==> src/assert_macros.svh <==
// ----------------------------------------------------------------------------
// Assertion macros
// Clocked concurrent assertion helpers used by the RTL.
// ----------------------------------------------------------------------------
`ifndef ASSERT_MACROS_SVH
`define ASSERT_MACROS_SVH

// Property checked on every rising edge, off while reset is high
`define ASSERT_CLK(lbl, clk, rst, prop, msg) \
   lbl: assert property (@(posedge clk) disable iff (rst) (prop)) else $error(msg);

// Implication: antecedent at one edge, consequent at the next
`define ASSERT_NEXT(lbl, clk, rst, ante, cons, msg) \
   lbl: assert property (@(posedge clk) disable iff (rst) (ante) |=> (cons)) \
      else $error(msg);

`endif

==> src/ess_pkg.sv <==
// ----------------------------------------------------------------------------
// ess_pkg
// Operation codes, register indexes and reset values of the sweep sequencer.
// ----------------------------------------------------------------------------
`default_nettype none

package ess_pkg;

   // request operations
   localparam logic [1:0] OP_CLEAR   = 2'd0;
   localparam logic [1:0] OP_RESTART = 2'd1;
   localparam logic [1:0] OP_STEP    = 2'd2;
   localparam logic [1:0] OP_IGNORE  = 2'd3;

   // configuration register indexes
   localparam int unsigned CSR_INDEX_W = 3;
   localparam int unsigned CSR_DATA_W  = 32;
   localparam logic [CSR_INDEX_W-1:0] REG_SPIN_PERIOD  = 3'd0;
   localparam logic [CSR_INDEX_W-1:0] REG_PAUSE_PERIOD = 3'd1;
   localparam logic [CSR_INDEX_W-1:0] REG_SPIN_SPEED   = 3'd2;
   localparam logic [CSR_INDEX_W-1:0] REG_MAX_SPAN     = 3'd3;
   localparam logic [CSR_INDEX_W-1:0] REG_TIMEOUT      = 3'd4;
   localparam logic [CSR_INDEX_W-1:0] REG_MIN_SCAN     = 3'd5;

   // reset values
   localparam logic [15:0] RST_SPIN_PERIOD  = 16'd200;
   localparam logic [15:0] RST_PAUSE_PERIOD = 16'd100;
   localparam logic [14:0] RST_SPIN_SPEED   = 15'd300;
   localparam logic [7:0]  RST_MAX_SPAN     = 8'd4;
   localparam logic [31:0] RST_TIMEOUT      = 32'd5000;
   localparam logic [31:0] RST_MIN_SCAN     = 32'd200;

   // search state
   typedef struct packed {
      logic [31:0] search_start;
      logic [31:0] elapsed;
      logic [31:0] phase_start;
      logic        spinning;
      logic        turn_negative;
      logic [7:0]  span_length;
      logic [7:0]  spins_done;
   } search_state_type;

   function automatic search_state_type cleared_state(input logic [31:0] t);
      search_state_type s;
      s.search_start  = t;
      s.elapsed       = '0;
      s.phase_start   = t;
      s.spinning      = 1'b1;
      s.turn_negative = 1'b0;
      s.span_length   = 8'd1;
      s.spins_done    = 8'd0;
      return s;
   endfunction

endpackage

`default_nettype wire

==> src/expanding_sweep_search_sequencer.sv <==
// ----------------------------------------------------------------------------
// expanding_sweep_search_sequencer
// Line-recovery sweep: alternating spin and pause with a growing span.
// ----------------------------------------------------------------------------
// One request is taken every cycle and its response appears in the next cycle
// in the response register. The whole step (elapsed time, phase compare, span
// counting) is worked out in one pass between the request handshake and that
// register, so throughput is one request per clock; a stalled response holds
// the register and pushes stall back onto the request side. Config must be
// written on the csr_ port while no request is in flight; nothing enforces it.
`default_nettype none

module expanding_sweep_search_sequencer
   import ess_pkg::*;
(
   input  wire logic                   clock,
   input  wire logic                   reset,
   // request channel
   input  wire logic                   req_valid,
   output logic                        req_stall,
   input  wire logic [1:0]             req_op,
   input  wire logic [31:0]            req_now,
   input  wire logic                   req_line_seen,
   // response channel
   output logic                        rsp_valid,
   input  wire logic                   rsp_stall,
   output logic signed [15:0]          rsp_left_cmd,
   output logic signed [15:0]          rsp_right_cmd,
   output logic                        rsp_moving,
   output logic [31:0]                 rsp_elapsed_ms,
   output logic                        rsp_timed_out,
   output logic                        rsp_line_found,
   // configuration
   input  wire logic                   csr_write,
   input  wire logic [CSR_INDEX_W-1:0] csr_index,
   input  wire logic [CSR_DATA_W-1:0]  csr_wdata
);

   // configuration registers
   logic [15:0] spin_period_ff;
   logic [15:0] pause_period_ff;
   logic [14:0] spin_speed_ff;
   logic [7:0]  max_span_ff;
   logic [31:0] timeout_ff;
   logic [31:0] min_scan_ff;

   always_ff @(posedge clock) begin
      if (reset) begin
         spin_period_ff  <= RST_SPIN_PERIOD;
         pause_period_ff <= RST_PAUSE_PERIOD;
         spin_speed_ff   <= RST_SPIN_SPEED;
         max_span_ff     <= RST_MAX_SPAN;
         timeout_ff      <= RST_TIMEOUT;
         min_scan_ff     <= RST_MIN_SCAN;
      end else if (csr_write) begin
         unique case (csr_index)
            REG_SPIN_PERIOD:  spin_period_ff  <= csr_wdata[15:0];
            REG_PAUSE_PERIOD: pause_period_ff <= csr_wdata[15:0];
            REG_SPIN_SPEED:   spin_speed_ff   <= csr_wdata[14:0];
            REG_MAX_SPAN:     max_span_ff     <= csr_wdata[7:0];
            REG_TIMEOUT:      timeout_ff      <= csr_wdata;
            REG_MIN_SCAN:     min_scan_ff     <= csr_wdata;
            default: ;
         endcase
      end
   end

   // handshake
   logic rsp_valid_ff;
   logic req_accept;

   assign req_stall  = rsp_valid_ff & rsp_stall;
   assign req_accept = req_valid & ~req_stall;

   // step logic
   search_state_type state_ff;
   search_state_type state_in;
   logic [15:0] left_in;
   logic        moving_in;
   logic [31:0] phase_base;
   logic        spin_now;
   logic [31:0] phase_time;
   logic [7:0]  spins_inc;
   logic [15:0] speed_ext;

   assign phase_base = (state_ff.phase_start == '0) ? req_now : state_ff.phase_start;
   assign spin_now   = (state_ff.phase_start == '0) ? 1'b1 : state_ff.spinning;
   assign phase_time = req_now - phase_base;
   assign spins_inc  = (state_ff.spins_done < state_ff.span_length) ?
                       state_ff.spins_done + 8'd1 : state_ff.spins_done;
   assign speed_ext  = {1'b0, spin_speed_ff};

   always_comb begin
      state_in  = state_ff;
      left_in   = '0;
      moving_in = 1'b0;
      unique case (req_op)
         OP_CLEAR:   state_in = cleared_state('0);
         OP_RESTART: state_in = cleared_state(req_now);
         OP_STEP: begin
            state_in.elapsed     = (state_ff.search_start == '0) ? '0 :
                                   req_now - state_ff.search_start;
            state_in.phase_start = phase_base;
            state_in.spinning    = spin_now;
            if (spin_now) begin
               if (phase_time >= {16'd0, spin_period_ff}) begin
                  // spin period over: pause and count it towards the span
                  state_in.spinning    = 1'b0;
                  state_in.phase_start = req_now;
                  state_in.spins_done  = spins_inc;
                  if (spins_inc >= state_ff.span_length) begin
                     state_in.spins_done    = 8'd0;
                     state_in.turn_negative = ~state_ff.turn_negative;
                     if (state_ff.span_length < max_span_ff)
                        state_in.span_length = state_ff.span_length + 8'd1;
                  end
               end else begin
                  moving_in = 1'b1;
                  left_in   = state_ff.turn_negative ? 16'd0 - speed_ext : speed_ext;
               end
            end else if (phase_time >= {16'd0, pause_period_ff}) begin
               state_in.spinning    = 1'b1;
               state_in.phase_start = req_now;
            end
         end
         OP_IGNORE: ;
         default: ;
      endcase
   end

   always_ff @(posedge clock) begin
      if (reset) begin
         state_ff <= cleared_state('0);
      end else if (req_accept) begin
         state_ff <= state_in;
      end
   end

   // response register
   always_ff @(posedge clock) begin
      if (reset) begin
         rsp_valid_ff <= 1'b0;
      end else if (req_accept) begin
         rsp_valid_ff <= 1'b1;
      end else if (~rsp_stall) begin
         rsp_valid_ff <= 1'b0;
      end
   end

   logic [15:0] left_ff;
   logic        moving_ff;
   logic [31:0] elapsed_ff;
   logic        timed_out_ff;
   logic        line_found_ff;

   always_ff @(posedge clock) begin
      if (req_accept) begin
         left_ff       <= left_in;
         moving_ff     <= moving_in;
         elapsed_ff    <= state_in.elapsed;
         timed_out_ff  <= state_in.elapsed >= timeout_ff;
         line_found_ff <= req_line_seen & (state_in.elapsed >= min_scan_ff);
      end
   end

   assign rsp_valid      = rsp_valid_ff;
   assign rsp_left_cmd   = left_ff;
   assign rsp_right_cmd  = 16'd0 - left_ff;
   assign rsp_moving     = moving_ff;
   assign rsp_elapsed_ms = elapsed_ff;
   assign rsp_timed_out  = timed_out_ff;
   assign rsp_line_found = line_found_ff;

   // checks
`include "assert_macros.svh"

   `ASSERT_CLK(a_span_order, clock, reset,
      state_ff.spins_done < state_ff.span_length, "spin count reached span length")
   `ASSERT_CLK(a_speed_mirror, clock, reset,
      !rsp_valid || (rsp_left_cmd + rsp_right_cmd) == 16'sd0, "wheel speeds not opposite")
   `ASSERT_CLK(a_still_zero, clock, reset,
      !rsp_valid || rsp_moving || rsp_left_cmd == 16'sd0, "speed while standing still")
   `ASSERT_NEXT(a_clear_idle, clock, reset, req_accept && req_op == OP_CLEAR,
      state_ff.search_start == '0 && rsp_elapsed_ms == '0 && !rsp_moving, "clear not idle")

endmodule

`default_nettype wire
==> config.mk <==
export PLATFORM = sky130hd
export DESIGN_NAME = expanding_sweep_search_sequencer
export DESIGN_NICKNAME = d
export VERILOG_FILES = /design/src/ess_pkg.sv /design/src/expanding_sweep_search_sequencer.sv
export VERILOG_INCLUDE_DIRS = /design/src /design/src/src
export SDC_FILE = /design/constraint.sdc
export NUM_CORES = 1
export LEC_CHECK = 0
export ABC_AREA = 1
export BUFFER_PORTS_ARGS = -buffer_cell sky130_fd_sc_hd__buf_4
export CAP_MARGIN = 10
export CORE_ASPECT_RATIO = 1.75
export CORE_MARGIN = 1
export CORE_UTILIZATION = 45
export DETAILED_ROUTE_END_ITERATION = 10
export SYNTH_ARGS = -nofsm -noshare
export SYNTH_HDL_FRONTEND = slang
export SYNTH_SLANG_ARGS = --single-unit
==> constraint.sdc <==
create_clock -name clock -period 5 [get_ports clock]
set_input_delay 0 -clock clock [delete_from_list [all_inputs] [get_ports clock]]
set_output_delay 0 -clock clock [all_outputs]
set_load 0.05 [all_outputs]
==> metrics.yaml <==
yosysWarnings: 0
grt_antenna_before_repair: 0
gp_congestion: 1.03
final_cell_mix: "nand2_1, inv_1, nor2_1"
critPathKind: "reg -> reg"
clk_path_buf_depth: 3
cp.required_ns: 5.49
finalHoldViolations: 0
antennaDiodeCount: 0
start_util_pct: 45.9
ys_seq_elements: 285
crit_arrival_ns: 5.19
peakVddDrop_v: 0.000268
drv_slew: 0
syn_inst: 2990
grt_pass1_vias: 20100
cts_buffers: 28
io_buffers: 143
dp_hpwl_um: 55000
tritoncts: "built"
final_common_cell: "nand2_1"
synth_cell_type_count: 52
synth_top_area_cell: "dfxtp_1"
wl_um: 70300
cp-start-kind: "flip-flop"
ys.flop_type: "dfxtp_1"
core_area_um2: 43600
grt_max_degree: 126
synth_fp_nets: 3251
synth.top_cell.area_share_pct: 23.4
wire_per_inst_um: 18.2
ys_seq_area_share_pct: 31.1
clock_sinks: 285
vias_per_cell: 5.37
cts-root-buf: "clkbuf_16"
crit_path_max_incr_delay_ns: 0.40
path_clk_slew_ns: 0.07
max_freq_mhz: 213
gr-total-overflow: 0
cpMostUsedCell: "nand2_1"
endpoint_kind: "flip-flop"
ios: 144
status: "completed"
die_height_um: 281
grt_usage_pct: 30.5
syn2layout_area_growth_pct: 22.4
rows: 101
fin_area_um2: 24500
yosys-top-cells-area: "dfxtp_1, nand2_1, ha_1"
setup_violations: 0
syn_area_um2: 20000
hold_ws_ns: 0.0772
p_leak_nw: 11.5
cp_max_fo: 17
num_vias: 20800
setup-tns-final_ns: 0
drive_gt1_share_pct: 11.9
timing.final.crit_share_pct: 94.1
clk_latency_ns: 0.56
cp_slowest_cell: "fa_1"
maxSlewHeadroom_pct: 14.4
synth_edf_count: 51
maxCapViolCount: 0
ant_nets: 0
fin_skew_ns: 0.0133
worstHoldPathType: "in -> reg"
first_iter_violations: 1483
cts-htree-levels: 1
postPlaceCellArea_um2: 22500
die_x_um: 161
total_power_mw: 7.08
drcViolationCount: 0
min_period_ns: 4.70
grt_pass1_wl_um: 107000
worstMarginPinSlew_ns: 1.28
die-area_um2: 45400
drtPass1Iterations: 8
syn_avg_cell_area_um2: 6.69
nNetsFinal: 3539
fill_cells: 4295
async_reset_ff_share_pct: 0
powerDensity_nw_per_um2: 289
==> registers in the layout, summed over array words and instances, names as in the netlist <==
signal / count
max_span_ff: 8
state_ff: 114
rsp_line_found: 1
min_scan_ff: 32
spin_speed_ff: 15
pause_period_ff: 16
rsp_valid: 1
rsp_elapsed_ms: 32
timeout_ff: 32
rsp_moving: 1
rsp_timed_out: 1
rsp_left_cmd: 16
spin_period_ff: 16
==> path summary, 6_finish.rpt <==
kind                                     from                     endpoint  slack, ns  cells past startpoint
hold / removal                          reset    state_ff[63]$_SDFFE_PP0P_       0.08                      2
setup / recovery    state_ff[23]$_SDFFE_PP0P_    state_ff[42]$_SDFFE_PP0P_       0.30                     33
setup reg to reg    state_ff[23]$_SDFFE_PP0P_    state_ff[42]$_SDFFE_PP0P_       0.30                     33
hold reg to reg   timeout_ff[28]$_SDFFE_PP0P_  timeout_ff[28]$_SDFFE_PP0P_       0.46                      2
==> per-layer routing <==
layer,share of wire [%],vias to the layer above,global-route usage [%],routed length [um]
li1,-,10400,-,-
met1,36,9540,30.8,25300
met2,53,632,58.4,37000
met3,3.9,183,2.54,2770
met4,7.4,0,21.2,5190
met5,0,-,0,0
==> power by group <==
| group | leakage [nW] | internal [mW] | switching, mW | total (mW) |
|---|---|---|---|---|
| clock network | 0.467 | 1.30 | 0.944 | 2.25 |
| registers | 2.42 | 2.46 | 0.0593 | 2.51 |
| logic | 8.58 | 0.838 | 1.48 | 2.32 |
| total | 11.5 | 4.59 | 2.49 | 7.08 |
==> worst max-delay path, delay by kind of cell, from the launching register on <==
family	cells	cell delay, ns
flops	1	0.33
xor+xnor	1	0.16
fa+ha+maj	3	0.82
simple gates	16	1.52
buf+inv	9	1.30
compound gates	4	0.49
==> timing repair <==
item / 4_1_cts / 5_1_grt
endpoints found under the setup margin: 0 / 54
resized for setup: 0 / 29
hold buffers: 80 / 0
endpoints found under the hold margin: 190 / 0
buffers inserted: 0 / 5
==> final cells by class <==
| class | count | area [um2] | area share (%) |
|---|---|---|---|
| Multi-Input combinational cell | 2142 | 11800 | 48.2 |
| Sequential cell | 285 | 6220 | 25.4 |
| Timing Repair Buffer | 370 | 3100 | 12.7 |
| Inverter | 451 | 1690 | 6.92 |
| Clock buffer | 42 | 826 | 3.37 |
| Tap cell | 566 | 708 | 2.89 |
| Clock inverter | 10 | 140 | 0.572 |
==> synthesized netlist by cell type, drive strengths merged, types with 22 or more instances <==
library cell	instances
nand4	100
nor2	355
nand3b	26
a21oi	295
edfxtp	51
nand2	648
clkbuf	90
buf	22
ha	184
nor3	29
o21ai	191
inv	449
nand3	146
dfxtp	234
xor2	40
==> metrics by stage <==
stage               worst slack [ns]  instances  utilization (%)
floorplan                      0.699       2990                -
global placement               0.152       3727             51.6
detailed placement             0.101       3727             51.6
CTS                           0.0561       3859             55.7
global route                -0.00557       3866             56.2
finish                         0.296       3866             56.2
==> cells by family (layout without fill, tap and decap cells) <==
family / count (synthesis) / in the layout / synth area share, %
AOI/OAI and AO/OA: 561 / 561 / 15.2
xor gates and xnor gates: 60 / 60 / 2.63
adders and majority gates: 186 / 186 / 11.7
buffers and inverters: 563 / 873 / 10.8
DFF: 285 / 285 / 31.1
muxes: 1 / 1 / 0.0563
and+or+nand+nor: 1334 / 1334 / 28.6
No activity file was read; power rests on OpenSTA's default activity.
